`src/design/jsu_pkg.sv`:
```
package jsu_pkg;

    typedef enum logic [5:0] {
        MODE_IDLE = 6'b000001,
        MODE_STR  = 6'b000010,
        MODE_ESC  = 6'b000100,
        MODE_HEX2 = 6'b001000,
        MODE_HEX4 = 6'b010000,
        MODE_OCT  = 6'b100000
    } mode_t;

    typedef logic [2:0] status_t;

    localparam status_t ST_DATA    = 3'd0;
    localparam status_t ST_CLOSED  = 3'd1;
    localparam status_t ST_NOT_STR = 3'd2;
    localparam status_t ST_BAD_HEX = 3'd3;
    localparam status_t ST_BAD_ESC = 3'd4;
    localparam status_t ST_UNTERM  = 3'd5;

    localparam logic [1:0] QK_DQUOTE = 2'd0;
    localparam logic [1:0] QK_SQUOTE = 2'd1;
    localparam logic [1:0] QK_BTICK  = 2'd2;

    localparam logic [7:0] CH_EOI    = 8'h00;
    localparam logic [7:0] CH_DQUOTE = 8'h22;
    localparam logic [7:0] CH_SQUOTE = 8'h27;
    localparam logic [7:0] CH_BTICK  = 8'h60;
    localparam logic [7:0] CH_BSLASH = 8'h5c;
    localparam logic [7:0] CH_SLASH  = 8'h2f;
    localparam logic [7:0] CH_BELL   = 8'h07;
    localparam logic [7:0] CH_ESCAPE = 8'h1b;
    localparam logic [7:0] CH_BS     = 8'h08;
    localparam logic [7:0] CH_FF     = 8'h0c;
    localparam logic [7:0] CH_LF     = 8'h0a;
    localparam logic [7:0] CH_CR     = 8'h0d;
    localparam logic [7:0] CH_TAB    = 8'h09;

    localparam logic [2:0] HEX2_DIGITS = 3'd2;
    localparam logic [2:0] HEX4_DIGITS = 3'd4;
    localparam logic [2:0] OCT_DIGITS  = 3'd3;

    typedef struct packed {
        mode_t       mode;
        logic [1:0]  qk;
        logic [2:0]  dc;
        logic [15:0] cv;
    } state_t;

    typedef struct packed {
        logic [7:0] data;
        status_t    status;
        logic       last;
    } res_t;

    typedef struct packed {
        state_t     state_next;
        logic [1:0] n;
        res_t       r0;
        res_t       r1;
    } dec_out_t;

    // bit 4 set: not a hex digit
    function automatic logic [4:0] hex_digit(input logic [7:0] b);
        logic [4:0] d;
        d = 5'd16;
        if (b >= 8'h30 && b <= 8'h39) begin
            d = 5'(b - 8'h30);
        end else if (b >= 8'h61 && b <= 8'h66) begin
            d = 5'(b - 8'h57);
        end else if (b >= 8'h41 && b <= 8'h46) begin
            d = 5'(b - 8'h37);
        end
        return d;
    endfunction

endpackage

```
`src/design/jsu_decoder.sv`:
```
module jsu_decoder (
    input  jsu_pkg::state_t   state,
    input  logic [7:0]        in_byte,
    output jsu_pkg::dec_out_t dec
);
    import jsu_pkg::*;

    typedef struct packed {
        mode_t mode;
        logic  has;
        res_t  res;
    } body_t;

    function automatic logic [7:0] quote_byte(input logic [1:0] qk);
        logic [7:0] q;
        q = CH_DQUOTE;
        if (qk == QK_SQUOTE) begin
            q = CH_SQUOTE;
        end else if (qk == QK_BTICK) begin
            q = CH_BTICK;
        end
        return q;
    endfunction

    function automatic body_t body_step(input logic [7:0] b, input logic [1:0] qk);
        body_t r;
        r.mode       = MODE_STR;
        r.has        = 1'b1;
        r.res.data   = b;
        r.res.status = ST_DATA;
        r.res.last   = 1'b0;
        if (b == CH_EOI) begin
            r.mode       = MODE_IDLE;
            r.res.data   = 8'h00;
            r.res.status = ST_UNTERM;
        end else if (b == CH_BSLASH) begin
            r.mode = MODE_ESC;
            r.has  = 1'b0;
        end else if (b == quote_byte(qk)) begin
            r.mode       = MODE_IDLE;
            r.res.data   = 8'h00;
            r.res.status = ST_CLOSED;
        end
        return r;
    endfunction

    body_t       body;
    logic [4:0]  hd;
    logic [2:0]  dc_inc;
    logic [15:0] cv_hex;
    logic [15:0] cv_oct;
    logic        is_oct;
    state_t      sn;
    logic [1:0]  n;
    res_t        r0;
    res_t        r1;

    always_comb begin
        body   = body_step(in_byte, state.qk);
        hd     = hex_digit(in_byte);
        dc_inc = state.dc + 3'd1;
        cv_hex = {state.cv[11:0], hd[3:0]};
        cv_oct = {state.cv[12:0], in_byte[2:0]};
        is_oct = (in_byte >= 8'h30) && (in_byte <= 8'h37);

        sn = state;
        n  = 2'd0;
        r0 = '0;
        r1 = '0;

        unique case (state.mode) inside
            MODE_STR: begin
                sn.mode = body.mode;
                r0      = body.res;
                n       = {1'b0, body.has};
            end
            MODE_ESC: begin
                sn.mode   = MODE_STR;
                n         = 2'd1;
                r0.status = ST_DATA;
                case (in_byte) inside
                    CH_EOI: begin
                        sn.mode   = MODE_IDLE;
                        r0.status = ST_UNTERM;
                    end
                    CH_DQUOTE, CH_SQUOTE, CH_BTICK, CH_BSLASH, CH_SLASH: r0.data = in_byte;
                    8'h62: r0.data = CH_BS;
                    8'h66: r0.data = CH_FF;
                    8'h6e: r0.data = CH_LF;
                    8'h72: r0.data = CH_CR;
                    8'h74: r0.data = CH_TAB;
                    8'h61: r0.data = CH_BELL;
                    8'h65: r0.data = CH_ESCAPE;
                    8'h78, 8'h75: begin
                        sn.mode = (in_byte == 8'h78) ? MODE_HEX2 : MODE_HEX4;
                        sn.dc   = 3'd0;
                        sn.cv   = 16'h0000;
                        n       = 2'd0;
                    end
                    [8'h30:8'h37]: begin
                        sn.mode = MODE_OCT;
                        sn.dc   = 3'd1;
                        sn.cv   = {13'd0, in_byte[2:0]};
                        n       = 2'd0;
                    end
                    default: begin
                        sn.mode   = MODE_IDLE;
                        r0.status = ST_BAD_ESC;
                    end
                endcase
            end
            MODE_HEX2, MODE_HEX4: begin
                if (hd[4]) begin
                    sn.mode   = MODE_IDLE;
                    r0.status = ST_BAD_HEX;
                    n         = 2'd1;
                end else begin
                    sn.cv = cv_hex;
                    sn.dc = dc_inc;
                    if (state.mode == MODE_HEX4) begin
                        if (dc_inc >= HEX4_DIGITS) begin
                            sn.mode = MODE_STR;
                            r0.data = cv_hex[15:8];
                            r1.data = cv_hex[7:0];
                            n       = 2'd2;
                        end
                    end else if (dc_inc >= HEX2_DIGITS) begin
                        sn.mode = MODE_STR;
                        r0.data = cv_hex[7:0];
                        n       = 2'd1;
                    end
                end
            end
            MODE_OCT: begin
                if (is_oct) begin
                    sn.cv = cv_oct;
                    sn.dc = dc_inc;
                    if (dc_inc >= OCT_DIGITS) begin
                        sn.mode = MODE_STR;
                        r0.data = cv_oct[7:0];
                        n       = 2'd1;
                    end
                end else begin
                    r0.data = state.cv[7:0];
                    sn.mode = body.mode;
                    r1      = body.res;
                    n       = body.has ? 2'd2 : 2'd1;
                end
            end
            default: begin
                if (in_byte == CH_DQUOTE || in_byte == CH_SQUOTE || in_byte == CH_BTICK) begin
                    sn.mode = MODE_STR;
                    sn.qk   = (in_byte == CH_DQUOTE) ? QK_DQUOTE :
                              ((in_byte == CH_SQUOTE) ? QK_SQUOTE : QK_BTICK);
                end else begin
                    sn.mode   = MODE_IDLE;
                    r0.status = ST_NOT_STR;
                    n         = 2'd1;
                end
            end
        endcase

        r0.last = (n == 2'd1);
        r1.last = 1'b1;

        dec.state_next = sn;
        dec.n          = n;
        dec.r0         = r0;
        dec.r1         = r1;
    end

endmodule

```
`src/design/jsu_out_pair.sv`:
```
module jsu_out_pair (
    input  logic          aclk,
    input  logic          aresetn,
    input  logic          load,
    input  logic [1:0]    load_n,
    input  jsu_pkg::res_t load_r0,
    input  jsu_pkg::res_t load_r1,
    output logic          can_load,
    output logic          m_tvalid,
    input  logic          m_tready,
    output logic [7:0]    m_tdata,
    output logic [2:0]    m_tuser,
    output logic          m_tlast
);
    import jsu_pkg::*;

    logic [1:0] cnt_reg;
    logic [1:0] cnt_next;
    res_t       slot0_reg;
    res_t       slot1_reg;
    logic       take;

    assign take     = m_tvalid && m_tready;
    assign can_load = (cnt_reg == 2'd0) || ((cnt_reg == 2'd1) && m_tready);

    always_comb begin
        cnt_next = cnt_reg;
        if (load) begin
            cnt_next = load_n;
        end else if (take) begin
            cnt_next = cnt_reg - 2'd1;
        end
    end

    always_ff @(posedge aclk) begin
        if (!aresetn) begin
            cnt_reg <= 2'd0;
        end else begin
            cnt_reg <= cnt_next;
        end
    end

    always_ff @(posedge aclk) begin
        if (load) begin
            slot0_reg <= load_r0;
            slot1_reg <= load_r1;
        end else if (take) begin
            slot0_reg <= slot1_reg;
        end
    end

    assign m_tvalid = (cnt_reg != 2'd0);
    assign m_tdata  = slot0_reg.data;
    assign m_tuser  = slot0_reg.status;
    assign m_tlast  = slot0_reg.last;

endmodule

```
`src/design/json_string_unescaper.sv`:
```
// Channel | Port group          | Requests carry
// --------+---------------------+-----------------------------------------------
// input   | s_tvalid/tready     | tdata[7:0] in_byte (0 = end of input)
// result  | m_tvalid/tready     | tdata[7:0] out_byte, tuser[2:0] status,
//         |                     | tlast last_of_run
//
// One input byte per cycle while can_load is high; the byte and results are registered.
// A byte giving two results (\u, octal run end) stalls input while both slots are full.
// The two-slot result register drains one result per cycle while m_tready is high.
// aresetn is synchronous, active low; it returns the parser to idle.
// Either side may stall at any time without loss.
module json_string_unescaper (
    input  logic       aclk,
    input  logic       aresetn,
    input  logic       s_tvalid,
    output logic       s_tready,
    input  logic [7:0] s_tdata,   // [7:0] in_byte
    output logic       m_tvalid,
    input  logic       m_tready,
    output logic [7:0] m_tdata,   // [7:0] out_byte
    output logic [2:0] m_tuser,   // [2:0] status
    output logic       m_tlast
);
    import jsu_pkg::*;

    logic       in_valid_reg;
    logic [7:0] in_byte_reg;
    state_t     state_reg;
    dec_out_t   dec;
    logic       can_load;
    logic       proc;

    assign proc     = in_valid_reg && can_load;
    assign s_tready = !in_valid_reg || can_load;

    always_ff @(posedge aclk) begin
        if (!aresetn) begin
            in_valid_reg <= 1'b0;
        end else if (s_tvalid && s_tready) begin
            in_valid_reg <= 1'b1;
        end else if (proc) begin
            in_valid_reg <= 1'b0;
        end
    end

    always_ff @(posedge aclk) begin
        if (s_tvalid && s_tready) begin
            in_byte_reg <= s_tdata;
        end
    end

    always_ff @(posedge aclk) begin
        if (!aresetn) begin
            state_reg.mode <= MODE_IDLE;
            state_reg.qk   <= QK_DQUOTE;
            state_reg.dc   <= 3'd0;
            state_reg.cv   <= 16'h0000;
        end else if (proc) begin
            state_reg <= dec.state_next;
        end
    end

    jsu_decoder u_dec (
        .state   (state_reg),
        .in_byte (in_byte_reg),
        .dec     (dec)
    );

    jsu_out_pair u_out (
        .aclk     (aclk),
        .aresetn  (aresetn),
        .load     (proc),
        .load_n   (dec.n),
        .load_r0  (dec.r0),
        .load_r1  (dec.r1),
        .can_load (can_load),
        .m_tvalid (m_tvalid),
        .m_tready (m_tready),
        .m_tdata  (m_tdata),
        .m_tuser  (m_tuser),
        .m_tlast  (m_tlast)
    );

endmodule

```
`config.mk`:
```
export PLATFORM = sky130hd
export DESIGN_NAME = json_string_unescaper
export DESIGN_NICKNAME = d
export VERILOG_FILES = /design/src/design/jsu_pkg.sv /design/src/design/jsu_decoder.sv /design/src/design/jsu_out_pair.sv /design/src/design/json_string_unescaper.sv
export SDC_FILE = /design/constraint.sdc
export NUM_CORES = 1
export LEC_CHECK = 0
export BUFFER_PORTS_ARGS = -buffer_cell sky130_fd_sc_hd__buf_2
export CORE_UTILIZATION = 50
export CTS_BUF_LIST = sky130_fd_sc_hd__clkbuf_4 sky130_fd_sc_hd__clkbuf_8 sky130_fd_sc_hd__clkbuf_16
export CTS_CLUSTER_DIAMETER = 60
export DETAILED_ROUTE_END_ITERATION = 8
export PLACE_DENSITY = 0.68
export SLEW_MARGIN = 25
export SYNTH_ARGS = -nofsm -noshare
export SYNTH_HDL_FRONTEND = slang
export SYNTH_SLANG_ARGS = --single-unit
```
`constraint.sdc`:
```
create_clock -name aclk -period 3.6 [get_ports aclk]
set_input_delay 0.54 -clock aclk [delete_from_list [all_inputs] [get_ports aclk]]
set_output_delay 0.54 -clock aclk [all_outputs]
set_load 0.03 [all_outputs]
```
==> results of run 1 <==
worst max path at each step:
stage	startpoint	endpoint	cells after the start
finish	in_byte_reg[1]$_DFFE_PP_	u_out.m_tdata[3]$_DFFE_PP_	8
global route	in_byte_reg[1]$_DFFE_PP_	u_out.m_tdata[3]$_DFFE_PP_	8
CTS	in_byte_reg[1]$_DFFE_PP_	u_out.m_tdata[3]$_DFFE_PP_	8
detailed placement	in_byte_reg[1]$_DFFE_PP_	u_out.m_tdata[3]$_DFFE_PP_	8
global placement	in_byte_reg[1]$_DFFE_PP_	u_out.m_tdata[3]$_DFFE_PP_	8
floorplan	in_byte_reg[0]$_DFFE_PP_	u_out.m_tdata[3]$_DFFE_PP_	9
placed cells by master (no fill, tap or decap), types with 10 or more instances in the layout:
cell | synthesis | layout
nor3_1 | 10 | 10
buf_4 | 3 | 13
nor2_1 | 26 | 26
dfxtp_1 | 26 | 26
a22oi_1 | 14 | 14
o21ai_0 | 23 | 23
a31oi_1 | 18 | 18
buf_2 | 15 | 25
nand3_1 | 11 | 11
inv_1 | 10 | 10
a211oi_2 | 12 | 12
ha_1 | 10 | 10
a22o_1 | 14 | 14
a21oi_1 | 22 | 22
nand2_1 | 38 | 38
edfxtp_1 | 30 | 30
and2_1 | 10 | 10
layer usage:
layer  GRT usage [%]  up-vias  part of all wire, %
met1           42.26     1820                   43
met3           4.926       47                  9.0
met5               0        -                    0
met2           44.94      249                   44
li1                -     1792                    -
met4           13.28        0                  3.9
power by group through the flow:
| stage | combinational (mW) | sequential (mW) | clock (mW) |
|---|---|---|---|
| final | 0.358 | 0.791 | 0.419 |
| after global routing | 0.388 | 0.799 | 0.441 |
| after CTS | 0.354 | 0.789 | 0.424 |
| after detailed placement | 0.352 | 0.804 | 0 |
| after global placement | 0.352 | 0.804 | 0 |
| after floorplan | 0.210 | 0.836 | 0 |
cells in the mapped netlist, types with 10 or more instances:
cell type   n  area (µm²)
nand2_1    38       142.6
o21ai_0    23       115.1
nand3_1    11       55.05
inv_1      10       37.54
ha_1       10       125.1
buf_2      15       75.07
nor2_1     26       97.59
a22o_1     14       122.6
edfxtp_1   30       900.9
and2_1     10       62.56
a22oi_1    14       105.1
a21oi_1    22       110.1
a31oi_1    18       112.6
nor3_1     10       50.05
a211oi_2   12       150.1
dfxtp_1    26       520.5
clkbuf_1   13       48.80
cell families (layout without fill, tap and decap cells):
logic type,count (synthesis),in the layout
AOI/OAI and AO/OA,165,165
xor gates and xnor gates,6,6
adders and majority gates,10,10
buffers and inverters,43,57
DFF,56,56
muxes,5,5
and+or+nand+nor,166,166
layout make-up:
class / instances / area, µm² / area share, %
clock buffers: 5 / 68.82 / 1.565
repair buffers: 38 / 222.7 / 5.064
flip-flops and latches: 56 / 1421 / 32.32
clock inverters: 3 / 42.54 / 0.9673
multi-input cells: 352 / 2474 / 56.24
well taps: 102 / 127.6 / 2.902
inverters: 11 / 41.29 / 0.9388
through the flow:
| stage | hold WS [ns] | area, µm² |
|---|---|---|
| final | 0.3928 | 4398 |
| after global routing | 0.3852 | 4398 |
| after CTS | 0.3901 | 4398 |
| after detailed placement | 0.4532 | 4287 |
| after global placement | 0.4392 | 4287 |
| after floorplan | 0.4319 | 4094 |
worst max-delay path, delay by kind of cell (launching register included):
kind                       cells  cell delay [ns]
AOI/OAI and AO/OA              3             0.82
DFF                            1             0.60
adders and majority gates      1             0.28
and+or+nand+nor                3             0.97
buffers and inverters          1             0.18
==> qor.csv, run 1 <==
stage,metric,value,unit
job,maxcap violations,0,
yosys,sequential-to-total area share from yosys stat,34.72,%
yosys,"Avg Cell Area, Syn",9.077,µm²
clock_network,Max Root-Sink Buffers,2,
routing,drc violations,0,
power,Pint,1.056,mW
power,switch share,32.64,%
die,die area,8553,µm²
worst_setup_path,max incr delay on CP,0.60,ns
clock_network,post_cts resized,0,
sta,Final Critical Period,3.107,ns
outcome,status,"complete, no violations",
yosys,library cells used by synthesis,82,
power,pwr dens,356.6,nW/µm²
power,clock network fraction of total power,26.7,%
routing,vias per cell,6.892,
routing,Via Count,3908,
worst_setup_path,worst reg-to-reg setup slack,0.49,ns
routing,total wire length,12.47,mm
worst_setup_path,critical-path maximum fanout,13,
clock_network,Post-CTS Repair Setup Buffers,0,
sta,final worst setup slack,0.4927,ns
yosys,Adder-Cell Fraction of Synth Area,3.056,%
clock_network,TritonCTS clock tree,built,
yosys,syn_nets,473,
routing,remaining antenna violation count,0,
die,Die H,92.49,µm
die,# rows,32,
clock_network,Root Driver,clkbuf_8,
final_layout,Antenna Cells,0,
clock_network,Worst-path clk slew,0.10,ns
final_layout,share of cells above drive strength 1,17.63,%
yosys,Synth Cell Area,4094,µm²
worst_hold_path,WHS Path Cells,1,
sta,worst-margin pin slew,0.9886,ns
die,chip width,92.49,µm
clock_network,Clock Latency Late Sink,0.32,ns
worst_setup_path,capturing point of the worst reg2reg path,u_out.m_tdata[3]$_DFFE_PP_,
power,combinational share of power,22.8,%
final_layout,Largest register FFs,23,
worst_setup_path,kind of critical path,flip-flop to flip-flop,
worst_setup_path,required time of the worst setup path,3.65,ns
power,maximum vdd drop,0.2177,mV
clock_network,H-tree lvl count,2,
placed_design,post-DP HPWL,9.146,mm
clock_network,CTS Hold Bufs,0,
die,# IOs,26,
worst_hold_path,worst hold path startpoint,s_tdata[3],
power,Design Power,1.568,mW
worst_setup_path,reg-to-reg startpoint,in_byte_reg[1]$_DFFE_PP_,
sta,RSZ-0062 raised after global routing,no,
worst_setup_path,cell mode on critical path,nor3b_1,
final_layout,Util after Layout,56.33,%
yosys,Compound-Gate Fraction of Synth Area,30.29,%
sta,Rel. slew slack,34.02,%
sta,final setup TNS,0,ns
yosys,predominant post-synthesis flop cell,edfxtp_1,
worst_hold_path,Hold EP,in_byte_reg[3]$_DFFE_PP_,
yosys,mux cell area share after synthesis,1.253,%
power,Net Sw Power,0.5119,mW
routing,starting DRC count in detailed routing,544,
grt,vias in the first global route,3592,
worst_setup_path,Reg2Reg Depth,8,
power,Reg power frac,50.4,%
sta,Final Hold Viols,0,
sta,clk_skew,0.008473,ns
final_layout,filler cell count,739,
yosys,Post-Synth Simple-Gate Area,24.54,%
grt,grt ovf,0,
sta,Slew Limit Fails,0,
final_layout,Synth-to-Final Area Change,7.427,%
yosys,synthesized instance count,451,
clock_network,TritonCTS Buffers,5,
worst_setup_path,CP arrival,3.16,ns
routing,Routed wire per std cell,22.00,µm
worst_setup_path,critical path cell sequence,"inv_1, ha_1, nor3b_1, and2_1, nor3b_1, o21ai_1, a2111oi_0, a22oi_1",
yosys,#FFs+latches synth,56,
worst_setup_path,Crit-path slowest cell,edfxtp_1,
grt,GRT Overall Usage,29.97,%
yosys,Synth Area in XOR/XNOR,1.284,%
power,Pleak,1.431,nW
sta,Final setup viols,0,
worst_hold_path,worst min path class,primary input to flip-flop,
yosys,Post-synth EDFFs,30,
grt,initial antenna violation count,0,
clock_network,CTS sink count,56,
die,CORE AREA,7807,µm²
routing,drt pass-1 iters,6,
final_layout,fin nets,486,
final_layout,Final Non-Filler Cells,567,
placed_design,routability congestion estimate,0.9491,
yosys,largest family of logic cells by synthesized area,compound AO/OA/AOI/OAI gates,
grt,largest net degree at the start of global routing,25,
sta,final period utilization,86.31,%
placed_design,# port buffers,25,
die,initial core utilization,52.44,%
yosys,Syn. warnings,0,
yosys,Post-synth ARST share,0,%
placed_design,pre-CTS WS,0.6011,ns
sta,Fmax,321.8,MHz
worst_setup_path,Crit. End Element,flip-flop,
grt,first-pass GRT wire length,19.64,mm
worst_setup_path,crit start category,flip-flop,
placed_design,DP Cell Count,559,
No activity file was read; power rests on OpenSTA's default activity.
==> run 2: changes to the inputs <==
- CORE_MARGIN: default -> 4
- PLACE_DENSITY: 0.68 -> 0.7
==> qor.csv, run 2 (synthesized netlist as in run 1, its figures left out) <==
stage,metric,value,unit,change
grt,vias in the first global route,3662,,+1.9%
placed_design,post-DP HPWL,9.420,mm,+3.0%
worst_setup_path,max incr delay on CP,0.65,ns,+0.05 ns
grt,initial antenna violation count,0,,unchanged
clock_network,CTS sink count,56,,unchanged
sta,final period utilization,91.20,%,+4.9 points
grt,grt ovf,0,,unchanged
routing,starting DRC count in detailed routing,527,,-3.1%
final_layout,filler cell count,760,,+2.8%
routing,total wire length,12.77,mm,+2.4%
sta,Slew Limit Fails,0,,unchanged
worst_setup_path,worst path bufs/invs,1,,unchanged
power,Design Power,1.543,mW,-1.6%
job,maxcap violations,0,,unchanged
final_layout,Antenna Cells,0,,unchanged
sta,worst-margin pin slew,1.004,ns,+0.01514 ns
sta,clk_skew,0.005561,ns,-0.002912 ns
clock_network,TritonCTS clock tree,built,,
sta,Final Hold Viols,0,,unchanged
die,CORE AREA,7848,µm²,+0.51%
clock_network,Root Driver,clkbuf_8,,
clock_network,post_cts resized,0,,unchanged
worst_setup_path,Crit path max-delay family,simple AND/OR/NAND/NOR gates,,
final_layout,"commonest non-fill, non-tap cell in the layout",nand2_1,,
final_layout,Util after Layout,55.80,%,-0.53 points
worst_hold_path,worst min path class,primary input to flip-flop,,
worst_setup_path,CP arrival,3.35,ns,+0.19 ns
grt,first-pass GRT wire length,20.32,mm,+3.4%
clock_network,Clock Latency Late Sink,0.32,ns,about the same
placed_design,pre-CTS WS,0.4912,ns,-0.1099 ns
sta,Fmax,304.6,MHz,-5.4%
worst_setup_path,Crit-path slowest cell,edfxtp_1,,
routing,drt pass-1 iters,5,,-1
clock_network,Post-CTS Repair Setup Buffers,0,,unchanged
die,chip width,98.49,µm,+6.5%
die,initial core utilization,52.17,%,-0.27 points
sta,Rel. slew slack,33.01,%,-1.0 points
placed_design,# port buffers,25,,unchanged
worst_setup_path,required time of the worst setup path,3.66,ns,about the same
clock_network,H-tree lvl count,2,,unchanged
power,Pleak,1.426,nW,-0.38%
grt,GRT Overall Usage,26.11,%,-3.9 points
worst_setup_path,critical path cell sequence,"inv_1, ha_1, nand2_1, or4_1, nor3b_1, o21ai_1, a2111oi_0, a22oi_1",,
final_layout,"commonest cells after routing, fill and taps aside","38 x nand2_1, 30 x edfxtp_1, 26 x nor2_1, 26 x dfxtp_1, 25 x buf_2",,
routing,Via Count,3992,,+2.1%
die,# IOs,26,,unchanged
placed_design,routability congestion estimate,0.9935,,+4.7%
final_layout,Synth-to-Final Area Change,6.968,%,
worst_setup_path,critical-path maximum fanout,14,,+1
sta,final setup TNS,0,ns,unchanged
routing,vias per cell,7.053,,+2.3%
sta,final worst setup slack,0.3169,ns,-0.1758 ns
grt,largest net degree at the start of global routing,26,,+4.0%
clock_network,TritonCTS Buffers,5,,unchanged
worst_setup_path,kind of critical path,flip-flop to flip-flop,,
final_layout,fin nets,485,,-0.21%
sta,Final setup viols,0,,unchanged
sta,RSZ-0062 raised after global routing,no,,
worst_setup_path,crit start category,flip-flop,,
outcome,status,"complete, no violations",,
sta,WHS,0.3818,ns,-0.01098 ns
clock_network,Worst-path clk slew,0.11,ns,about the same
die,Die H,98.49,µm,+6.5%
routing,remaining antenna violation count,0,,unchanged
worst_setup_path,Crit. End Element,flip-flop,,
routing,Routed wire per std cell,22.56,µm,+2.6%
clock_network,Max Root-Sink Buffers,2,,unchanged
die,# rows,32,,unchanged
die,die area,9699,µm²,+13%
sta,Final Critical Period,3.283,ns,+0.1758 ns
power,pwr dens,352.3,nW/µm²,-1.2%
final_layout,share of cells above drive strength 1,17.46,%,-0.18 points
final_layout,Largest register FFs,23,,unchanged
power,maximum vdd drop,0.1810,mV,-17%
routing,drc violations,0,,unchanged
clock_network,CTS Hold Bufs,0,,unchanged
run 2: cell types whose count changed in the layout (fill, tap and decap cells not counted):
| cell | delta |
|---|---|
| buf_4 | -1 |
| bufinv_16 | -1 |
| clkbuf_8 | +1 |
| clkinv_2 | -1 |
| clkinvlp_4 | -1 |
| inv_6 | +2 |
run 2: area by class of cell:
class                      count  area, µm²  share of cell area (%)
multi-input combinational    352       2474                   56.49
sequential                    56       1421                   32.46
timing repair buffer          37      215.2                   4.914
tap                          102      127.6                   2.914
clock buffer                   6      82.58                   1.886
inverter                      11      41.29                  0.9429
clock inverter                 2      17.52                  0.4000
run 2: power by group:
group / internal, mW / switching [mW] / leakage (nW) / total [mW]
sequential: 0.744 / 0.0496 / 0.496 / 0.794
clock: 0.162 / 0.232 / 0.0522 / 0.394
combinational: 0.105 / 0.250 / 0.877 / 0.355
total: 1.01 / 0.532 / 1.43 / 1.54
run 2: routing by layer:
layer / routed length [µm] / global-route usage [%]
met1: 5419 / 37.20
met4: 384 / 8.298
met5: 0 / 0
met3: 1198 / 5.874
met2: 5768 / 39.47
run 2: final timing paths:
| path | startpoint | end | slack [ns] | cells past startpoint |
|---|---|---|---|---|
| max | in_byte_reg[0]$_DFFE_PP_ | u_out.m_tdata[3]$_DFFE_PP_ | 0.32 | 8 |
| min | s_tdata[6] | in_byte_reg[6]$_DFFE_PP_ | 0.38 | 1 |
| max reg2reg | in_byte_reg[0]$_DFFE_PP_ | u_out.m_tdata[3]$_DFFE_PP_ | 0.32 | 8 |
| min reg2reg | u_out.cnt_reg[1]$_SDFFE_PN0P_ | u_out.cnt_reg[1]$_SDFFE_PN0P_ | 0.47 | 2 |
run 2: per-stage QoR:
stage	instance area, µm²	cells
after CTS	4379	566
after global placement	4279	558
after floorplan	4094	451
after global routing	4379	566
final	4379	566
after detailed placement	4279	558
